## config.mk

```make
export PLATFORM = sky130hd
export DESIGN_NAME = best_window_match_search_unit_flat
export DESIGN_NICKNAME = d
export VERILOG_FILES = /design/src/sv/bwms_pkg.sv /design/src/sv/bwms_in_if.sv /design/src/sv/bwms_out_if.sv /design/src/sv/bwms_scorer.sv /design/src/sv/best_window_match_search_unit.sv /design/src/flat_wrapper.sv
export SDC_FILE = /design/constraint.sdc
export NUM_CORES = 1
export LEC_CHECK = 0
export BUFFER_PORTS_ARGS = -buffer_cell sky130_fd_sc_hd__buf_2
export CORE_MARGIN = 2
export CORE_UTILIZATION = 40
export CTS_BUF_LIST = sky130_fd_sc_hd__clkbuf_8 sky130_fd_sc_hd__clkbuf_16
export DETAILED_ROUTE_END_ITERATION = 10
export PLACE_DENSITY_LB_ADDON = 0.25
export SLEW_MARGIN = 40
export SYNTH_ARGS = -nofsm -noshare
export SYNTH_HDL_FRONTEND = slang
export SYNTH_HIERARCHICAL = 1
export SYNTH_SLANG_ARGS = --single-unit
```

## constraint.sdc

```tcl
create_clock -name i_clk -period 20.4 [get_ports i_clk]
set_input_delay 1.02 -clock i_clk [delete_from_list [all_inputs] [get_ports i_clk]]
set_output_delay 1.02 -clock i_clk [all_outputs]
set_load 0.05 [all_outputs]
```

## src/sv/bwms_pkg.sv

```systemverilog
// Shared types and constants for the best window match search unit.
// No dependencies; used by the interfaces, the scorer and the top level.
package bwms_pkg;

    // Parameter defaults
    localparam int MAX_PATTERN_DEF = 32;
    localparam int MAX_TEXT_DEF    = 65536;

    // Field and register widths
    localparam int BASE_W    = 2;
    localparam int PAT_W     = 64;
    localparam int LEN_W     = 6;
    localparam int CNT_W     = 6;
    localparam int POS_W     = 16;
    localparam int CALC_W    = 17;
    localparam int CFG_IDX_W = 1;

    // Configuration register indexes
    localparam logic [CFG_IDX_W-1:0] REG_PATTERN_BASES  = 1'd0;
    localparam logic [CFG_IDX_W-1:0] REG_PATTERN_LENGTH = 1'd1;

    // Scored window handed from the scorer to the best-tracking stage
    typedef struct packed {
        logic             valid;
        logic             last;
        logic             score;
        logic [CNT_W-1:0] hits;
        logic [POS_W-1:0] offset;
    } t_stage;

    // Result payload
    typedef struct packed {
        logic             found;
        logic [POS_W-1:0] best_start;
        logic [CNT_W-1:0] best_matches;
    } t_result;

endpackage

```

## src/sv/bwms_in_if.sv

```systemverilog
// Request channel of the best window match search unit: one text base per request.
// Depends on bwms_pkg for field widths.
interface bwms_in_if;
    logic                        valid;
    logic                        ready;
    logic [bwms_pkg::BASE_W-1:0] base_code;
    logic                        is_last;

    modport source (output valid, output base_code, output is_last, input ready);
    modport sink   (input valid, input base_code, input is_last, output ready);
endinterface

```

## src/sv/bwms_out_if.sv

```systemverilog
// Result channel of the best window match search unit: one result per strand.
// Depends on bwms_pkg for field widths.
interface bwms_out_if;
    logic                       valid;
    logic                       ready;
    logic                       found;
    logic [bwms_pkg::POS_W-1:0] best_start;
    logic [bwms_pkg::CNT_W-1:0] best_matches;

    modport source (output valid, output found, output best_start, output best_matches,
                    input ready);
    modport sink   (input valid, input found, input best_start, input best_matches,
                    output ready);
endinterface

```

## src/sv/bwms_scorer.sv

```systemverilog
// Window shift register, base counter and parallel match count for one base a cycle while i_take is high.
// Depends on bwms_pkg for widths and the t_stage struct.
module bwms_scorer #(
    parameter int MAX_PATTERN = bwms_pkg::MAX_PATTERN_DEF,
    parameter int MAX_TEXT    = bwms_pkg::MAX_TEXT_DEF
) (
    input  logic                          i_clk,
    input  logic                          i_rst_n,
    input  logic                          i_take,
    input  logic [bwms_pkg::BASE_W-1:0]   i_base,
    input  logic                          i_last,
    input  logic                          i_drain,
    input  logic [bwms_pkg::PAT_W-1:0]    i_pattern,
    input  logic [bwms_pkg::LEN_W-1:0]    i_len,
    output bwms_pkg::t_stage              o_stage
);

    localparam int SEEN_W = $clog2(MAX_TEXT + 1);

    logic [bwms_pkg::BASE_W-1:0] r_window [MAX_PATTERN];
    logic [bwms_pkg::BASE_W-1:0] n_window [MAX_PATTERN];
    logic [SEEN_W-1:0]           r_seen;
    logic [SEEN_W-1:0]           n_seen;
    logic                        shift_en;
    logic                        n_score;
    logic [bwms_pkg::CNT_W-1:0]  n_hits;
    logic [bwms_pkg::POS_W-1:0]  n_offset;
    bwms_pkg::t_stage            r_stage;

    // Shift the new base in unless the strand has reached its length limit
    always_comb begin
        shift_en = (r_seen < SEEN_W'(MAX_TEXT));
        n_seen   = r_seen;
        for (int i = 0; i < MAX_PATTERN; i++) begin
            n_window[i] = r_window[i];
        end
        if (shift_en) begin
            n_window[0] = i_base;
            for (int i = 1; i < MAX_PATTERN; i++) begin
                n_window[i] = r_window[i-1];
            end
            n_seen = r_seen + 1'b1;
        end
    end

    // Score only full windows; window age a faces pattern base len-1-a
    always_comb begin
        logic [bwms_pkg::LEN_W-1:0] idx;
        logic                       hit;
        n_score  = shift_en && (bwms_pkg::CALC_W'(n_seen) >= bwms_pkg::CALC_W'(i_len));
        n_offset = bwms_pkg::POS_W'(bwms_pkg::CALC_W'(n_seen) - bwms_pkg::CALC_W'(i_len));
        n_hits   = '0;
        for (int a = 0; a < MAX_PATTERN; a++) begin
            idx    = i_len - 1'b1 - bwms_pkg::LEN_W'(a);
            hit    = (bwms_pkg::LEN_W'(a) < i_len)
                     && (n_window[a] == i_pattern[{idx[4:0], 1'b0} +: 2]);
            n_hits = n_hits + bwms_pkg::CNT_W'(hit);
        end
    end

    // Advance the window on each request; clear the strand after its last base
    always_ff @(posedge i_clk) begin
        if (!i_rst_n) begin
            r_seen <= '0;
        end else if (i_take) begin
            r_seen <= i_last ? '0 : n_seen;
        end
    end

    always_ff @(posedge i_clk) begin
        if (i_take) begin
            for (int i = 0; i < MAX_PATTERN; i++) begin
                r_window[i] <= n_window[i];
            end
        end
    end

    // Hold the scored window until the tracking stage takes it
    always_ff @(posedge i_clk) begin
        if (!i_rst_n) begin
            r_stage.valid <= 1'b0;
        end else if (i_take) begin
            r_stage.valid <= 1'b1;
        end else if (i_drain) begin
            r_stage.valid <= 1'b0;
        end
    end

    always_ff @(posedge i_clk) begin
        if (i_take) begin
            r_stage.last   <= i_last;
            r_stage.score  <= n_score;
            r_stage.hits   <= n_hits;
            r_stage.offset <= n_offset;
        end
    end

    assign o_stage = r_stage;

endmodule

```

## src/sv/best_window_match_search_unit.sv

```systemverilog
// Best window match search unit: top level with configuration, best tracking and result.
// Depends on bwms_pkg, bwms_in_if, bwms_out_if and bwms_scorer.
//
// Takes one text base per clock while ready is high, with no gaps between strands, and on
// the base flagged last returns one result: whether any full window of pattern_length bases
// was seen, the start of the first window with the highest count of bases equal to the
// pattern, and that count. A last base passes the stage register and then sets the result
// register. The window shift and the 32-way compare with popcount feed the stage register;
// the best-so-far compare feeds the best registers and the result register. Input ready
// drops only when a last base waits behind a result that the sink has not yet taken. Write
// configuration only while no strand is in flight. No clearing pass is needed after reset.
module best_window_match_search_unit #(
    parameter int MAX_PATTERN = bwms_pkg::MAX_PATTERN_DEF,
    parameter int MAX_TEXT    = bwms_pkg::MAX_TEXT_DEF
) (
    input  logic                             i_clk,
    input  logic                             i_rst_n,
    input  logic                             i_cfg_we,
    input  logic [bwms_pkg::CFG_IDX_W-1:0]   i_cfg_idx,
    input  logic [bwms_pkg::PAT_W-1:0]       i_cfg_data,
    bwms_in_if.sink                          i_in,
    bwms_out_if.source                       o_out
);

    logic [bwms_pkg::PAT_W-1:0] r_pattern;
    logic [bwms_pkg::LEN_W-1:0] r_plen;
    logic [bwms_pkg::LEN_W-1:0] eff_len;

    bwms_pkg::t_stage           s1;
    logic                       in_take;
    logic                       out_free;
    logic                       s2_go;

    logic                       r_have;
    logic [bwms_pkg::CNT_W-1:0] r_bcount;
    logic [bwms_pkg::POS_W-1:0] r_boff;
    logic                       n_have;
    logic [bwms_pkg::CNT_W-1:0] n_bcount;
    logic [bwms_pkg::POS_W-1:0] n_boff;

    logic                       r_out_valid;
    bwms_pkg::t_result          r_out;

    // Configuration registers
    always_ff @(posedge i_clk) begin
        if (!i_rst_n) begin
            r_pattern <= '0;
            r_plen    <= bwms_pkg::LEN_W'(1);
        end else if (i_cfg_we) begin
            case (i_cfg_idx)
                bwms_pkg::REG_PATTERN_BASES:  r_pattern <= i_cfg_data;
                bwms_pkg::REG_PATTERN_LENGTH: r_plen    <= i_cfg_data[bwms_pkg::LEN_W-1:0];
                default: ;
            endcase
        end
    end

    // Clamp the pattern length to 1..MAX_PATTERN
    always_comb begin
        eff_len = r_plen;
        if (r_plen == '0) begin
            eff_len = bwms_pkg::LEN_W'(1);
        end else if (r_plen > bwms_pkg::LEN_W'(MAX_PATTERN)) begin
            eff_len = bwms_pkg::LEN_W'(MAX_PATTERN);
        end
    end

    // Handshake: a last base may leave stage one only into a free result slot
    assign out_free   = !r_out_valid || o_out.ready;
    assign s2_go      = s1.valid && (!s1.last || out_free);
    assign i_in.ready = !s1.valid || s2_go;
    assign in_take    = i_in.valid && i_in.ready;

    bwms_scorer #(
        .MAX_PATTERN (MAX_PATTERN),
        .MAX_TEXT    (MAX_TEXT)
    ) u_scorer (
        .i_clk     (i_clk),
        .i_rst_n   (i_rst_n),
        .i_take    (in_take),
        .i_base    (i_in.base_code),
        .i_last    (i_in.is_last),
        .i_drain   (s2_go),
        .i_pattern (r_pattern),
        .i_len     (eff_len),
        .o_stage   (s1)
    );

    // Replace the best on the first scored window or on a strictly higher count
    always_comb begin
        n_have   = r_have;
        n_bcount = r_bcount;
        n_boff   = r_boff;
        if (s1.score && (!r_have || (s1.hits > r_bcount))) begin
            n_have   = 1'b1;
            n_bcount = s1.hits;
            n_boff   = s1.offset;
        end
    end

    // Track the best window; drop it after the strand's last base
    always_ff @(posedge i_clk) begin
        if (!i_rst_n) begin
            r_have   <= 1'b0;
            r_bcount <= '0;
            r_boff   <= '0;
        end else if (s2_go) begin
            if (s1.last) begin
                r_have   <= 1'b0;
                r_bcount <= '0;
                r_boff   <= '0;
            end else begin
                r_have   <= n_have;
                r_bcount <= n_bcount;
                r_boff   <= n_boff;
            end
        end
    end

    // Result register
    always_ff @(posedge i_clk) begin
        if (!i_rst_n) begin
            r_out_valid <= 1'b0;
        end else if (s2_go && s1.last) begin
            r_out_valid <= 1'b1;
        end else if (o_out.ready) begin
            r_out_valid <= 1'b0;
        end
    end

    always_ff @(posedge i_clk) begin
        if (s2_go && s1.last) begin
            r_out.found        <= n_have;
            r_out.best_start   <= n_have ? n_boff : '0;
            r_out.best_matches <= n_have ? n_bcount : '0;
        end
    end

    assign o_out.valid        = r_out_valid;
    assign o_out.found        = r_out.found;
    assign o_out.best_start   = r_out.best_start;
    assign o_out.best_matches = r_out.best_matches;

`ifndef ASSERT_OFF
    // A result without a window carries zero fields
    a_empty_zero: assert property (@(posedge i_clk) disable iff (!i_rst_n)
        (r_out_valid && !r_out.found) |-> (r_out.best_start == '0 && r_out.best_matches == '0))
        else $error("empty result carries nonzero fields");

    // The match count never exceeds the window depth
    a_count_range: assert property (@(posedge i_clk) disable iff (!i_rst_n)
        r_out_valid |-> (r_out.best_matches <= bwms_pkg::CNT_W'(MAX_PATTERN)))
        else $error("match count above pattern depth");

    // Input stalls only while stage one holds a blocked last base
    a_stall_cause: assert property (@(posedge i_clk) disable iff (!i_rst_n)
        !i_in.ready |-> (s1.valid && s1.last && r_out_valid && !o_out.ready))
        else $error("input stalled without a blocked result");

    // A last base leaving stage one always produces a result next cycle
    a_result_follows: assert property (@(posedge i_clk) disable iff (!i_rst_n)
        (s2_go && s1.last) |=> r_out_valid)
        else $error("last base produced no result");

    // Best state is cleared after each strand's last base
    a_best_cleared: assert property (@(posedge i_clk) disable iff (!i_rst_n)
        (s2_go && s1.last) |=> (!r_have && r_bcount == '0))
        else $error("best state not cleared after strand");
`endif

endmodule

```

## src/flat_wrapper.sv

```systemverilog
// flat-port wrapper written by rule: the top's interface ports become plain ports
module best_window_match_search_unit_flat 
#(
    parameter int MAX_PATTERN = bwms_pkg::MAX_PATTERN_DEF,
    parameter int MAX_TEXT    = bwms_pkg::MAX_TEXT_DEF
)
  (i_clk, i_rst_n, i_cfg_we, i_cfg_idx, i_cfg_data, i_in_valid, i_in_base_code, i_in_is_last, i_in_ready, o_out_valid, o_out_found, o_out_best_start, o_out_best_matches, o_out_ready);
  bwms_in_if i_in_i ();
  bwms_out_if o_out_i ();
  input  logic i_clk;
  input  logic i_rst_n;
  input  logic i_cfg_we;
  input  logic [bwms_pkg::CFG_IDX_W-1:0] i_cfg_idx;
  input  logic [bwms_pkg::PAT_W-1:0] i_cfg_data;
  input wire logic [$bits(i_in_i.valid)-1:0] i_in_valid;
  input wire logic [$bits(i_in_i.base_code)-1:0] i_in_base_code;
  input wire logic [$bits(i_in_i.is_last)-1:0] i_in_is_last;
  output wire logic [$bits(i_in_i.ready)-1:0] i_in_ready;
  output wire logic [$bits(o_out_i.valid)-1:0] o_out_valid;
  output wire logic [$bits(o_out_i.found)-1:0] o_out_found;
  output wire logic [$bits(o_out_i.best_start)-1:0] o_out_best_start;
  output wire logic [$bits(o_out_i.best_matches)-1:0] o_out_best_matches;
  input wire logic [$bits(o_out_i.ready)-1:0] o_out_ready;
  assign i_in_i.valid = i_in_valid;
  assign i_in_i.base_code = i_in_base_code;
  assign i_in_i.is_last = i_in_is_last;
  assign i_in_ready = i_in_i.ready;
  assign o_out_valid = o_out_i.valid;
  assign o_out_found = o_out_i.found;
  assign o_out_best_start = o_out_i.best_start;
  assign o_out_best_matches = o_out_i.best_matches;
  assign o_out_i.ready = o_out_ready;
  best_window_match_search_unit #(.MAX_PATTERN(MAX_PATTERN), .MAX_TEXT(MAX_TEXT)) u_core (.i_clk(i_clk), .i_rst_n(i_rst_n), .i_cfg_we(i_cfg_we), .i_cfg_idx(i_cfg_idx), .i_cfg_data(i_cfg_data), .i_in(i_in_i), .o_out(o_out_i));
endmodule
```

==> flow_summary.toml <==
[drt]
dr.pass1.iters = 5
routedWlPerCell_um = 19.59
drc = 0
viasPerCell = 5.473
drt_iter0_drc = 1078
drt_wl_total_um = 41120
num_vias = 11490
final_antenna_net_count = 0

[placement]
port_buffers = 97
gp_congestion = 0.9197
hpwl_um = 31340

[layout]
area_delta_synth_final_pct = 11.64
fillers = 3637
drive_gt1_share_pct = 20.49
nets = 1687
n_antenna_cell = 0
finish.utilization_pct = 45.30

[timing]
fmax_mhz = 111.1
finalSetupTns_ns = 0
fin_crit_sh_pct = 44.12
worst_pin_slew_ns = 0.8366
setup_viol_count_final = 0
min_period_ns = 9.001
rsz0062_at_grt = "no"
drv_slew = 0
slew_headroom_pct = 44.12
whs_ns = 0.4763
finalClockSkew_ns = 0.01641
hold_viol = 0

[clocking]
clk_pin_slew_ns = 0.06
clk_path_buf_depth = 3
cts_root_buf = "clkbuf_16"
cts_resized = 0
cts_sinks = 223
postCtsHoldBufs = 0
cts_tree = "yes"
clk_latency_ns = 0.55
h-tree-depth = 1
cts_inserted_buffers = 26
cts_setup_buffers = 0

[yosys]
synth.area.top_cells = "edfxtp_1 21%, dfxtp_1 14%, mux2i_1 12%"
synth_top_area_cell = "edfxtp_1"
synth_edf_count = 111
netlist_area_um2 = 15680
ys_ff_latch = 223
seq_area_frac_synth_pct = 35.56
ys.warnings.count = 6
synth.top_cell.area_share_pct = 21.26
syn_nets = 1642
synth.distinct_cells = 71
async_reset_ff_share_pct = 0
avgSynthCellArea_um2 = 10.34
ys.flop_type = "dfxtp_1"
synthCells = 1516

[global_routing]
grt_max_degree = 93
antenna_found_initial = 0
grt_pass1_wl_um = 64850
grt_pass1_vias = 11050
grt_usage_pct = 20.15
grt_remaining_overflow = 0

[floorplan]
io_pins = 98
die_y_um = 202.0
start_util_pct = 40.57
die_area_um2 = 40800
row_count = 72
die_w_um = 202.0
coreArea_um2 = 38650

[setup_path]
crit_top_cell = "fa_1"
crit_family = "adder cells"
path_class = "register to register"
r2r-end = "u_core/u_scorer/o_stage[20]"
worstPathArrival_ns = 9.29
cp_num_buf_inv = 6
startpoint_type = "register"
worstPathMaxFanout = 45
cpPeakStageDelay_ns = 0.69
slowest_stage = "a211oi_2"
ff2ff_path_depth = 27
critical_path.endpoint_type = "register"
cp.required_ns = 20.69
timing.rr.start = "u_core/r_plen[5]"
reg2reg_slack_ns = 11.40

[hold_path]
holdPathEnd = "u_core/r_boff[3]"
hold_depth = 1
hold_start = "u_core/r_boff[3]"
hp-class = "register to register"

[run_status]
status = "finished, final reports clean"

[power]
leakagePower_nw = 6.864
powerDensity_nw_per_um2 = 80.09
ir_drop_v = 0.00005802
power.total_w = 0.001402

[job]
cap_violations = 0
-- cell usage after synthesis, drive strengths merged (25+ instances only) --
cell type	number
ha	28
mux4	40
nor2b	37
mux2i	186
o21ai	35
mux2	79
xnor2	82
dfxtp	112
nand2	185
xor2	40
clkbuf	39
inv	54
edfxtp	111
a21boi	74
fa	25
nor2	41
a21oi	62
buf	57
-- per-stage QoR --
stage,worst slack (ns),cell area (um^2),cells
2_1_floorplan,11.01,15680,1516
3_3_place_gp,11.41,16490,2047
3_5_place_dp,11.41,16600,2050
4_1_cts,11.41,17490,2098
5_1_grt,10.93,17510,2099
6_report,11.40,17510,2099
-- sequential cells by signal, indices dropped and copies added (netlist names) --
| name | flops |
|---|---|
| u_core/r_plen | 6 |
| u_core/r_have | 1 |
| u_core/o_out.best_matches | 6 |
| u_core/u_scorer/r_window | 64 |
| u_core/u_scorer/r_seen | 17 |
| u_core/r_boff | 16 |
| u_core/u_scorer/o_stage | 25 |
| u_core/r_pattern | 64 |
| u_core/o_out.valid | 1 |
| u_core/o_out.best_start | 16 |
| u_core/o_out.found | 1 |
| u_core/r_bcount | 6 |
-- layer usage --
metal / wire length [um] / track usage [%] / vias to the layer above
met3: 2250 / 2.886 / 51
met2: 18570 / 32.28 / 328
met1: 19470 / 28.82 / 5541
met5: 0 / 0 / -
met4: 828 / 4.648 / 0
li1: - / - / 5567
-- where the power goes --
part           internal, W  switching (W)  leakage (nW)
Combinational     0.000171       0.000234          4.41
Clock             0.000280       0.000191         0.458
Sequential        0.000506      0.0000199          1.99
-- worst max-delay path by stage --
stage	start	endpoint	cells after the start
floorplan	u_core/r_plen[1]	u_core/u_scorer/o_stage[20]	35
global placement	u_core/r_plen[5]	u_core/u_scorer/o_stage[20]	28
detailed placement	u_core/r_plen[5]	u_core/u_scorer/o_stage[20]	27
CTS	u_core/r_plen[5]	u_core/u_scorer/o_stage[20]	27
global route	u_core/r_plen[5]	u_core/u_scorer/o_stage[20]	27
finish	u_core/r_plen[5]	u_core/u_scorer/o_stage[20]	27
-- final cells by class --
class | instances | area [um^2] | share of cell area (%)
clock inverters | 15 | 118.9 | 0.6790
clock buffers | 33 | 769.5 | 4.396
inverters | 56 | 212.7 | 1.215
flip-flops and latches | 223 | 5577 | 31.86
multi-input cells | 1141 | 9535 | 54.47
well taps | 518 | 648.1 | 3.702
repair buffers | 113 | 644.4 | 3.681
-- layout by cell type, fill, tap and decap left out, types with 9 or more instances in the layout --
cell type / synthesis / layout
nor4_1: 10 / 10
buf_2: 38 / 97
a21oi_1: 60 / 60
or2_2: 16 / 16
nand3_1: 23 / 23
ha_1: 28 / 27
xor2_1: 40 / 38
nor2_1: 40 / 38
buf_4: 1 / 10
a211oi_1: 9 / 9
mux2_2: 79 / 79
dfxtp_1: 112 / 111
mux2i_1: 186 / 186
or3_1: 9 / 9
fa_1: 25 / 25
a32o_1: 22 / 22
o21ai_0: 34 / 34
inv_1: 51 / 55
nor2b_1: 37 / 34
clkbuf_16: 0 / 28
a22o_1: 22 / 22
nand2_1: 185 / 185
mux4_2: 35 / 35
nor3_1: 20 / 20
edfxtp_1: 111 / 111
xnor2_1: 80 / 78
a21boi_0: 74 / 74
nand2b_1: 18 / 17
-- cell families after synthesis --
family | synth area share [%]
muxes | 23.41
AOI/OAI and AO/OA | 12.18
adders and majority gates | 5.426
DFF | 35.56
and+or+nand+nor | 12.14
buffers and inverters | 4.365
xor gates and xnor gates | 6.910
-- worst register-to-register path: stages, from the launching register on --
cell and delay, ns:
dfxtp_1 0.65, nor2_4 0.09, inv_4 0.51, ha_4 0.33
xnor2_2 0.12, buf_4 0.34, inv_2 0.21, ha_1 0.31
or4_4 0.51, a21o_1 0.18, a211oi_2 0.69, mux4_1 0.44
mux2i_1 0.19, xnor2_1 0.08, or3_1 0.46, fa_1 0.52
fa_1 0.52, fa_1 0.52, fa_1 0.54, inv_1 0.05
fa_1 0.54, ha_1 0.17, inv_1 0.06, fa_1 0.39
inv_1 0.07, a21o_1 0.10, a21oi_1 0.07, xnor2_1 0.12
Note: power is estimated with default switching activity, not from simulation.
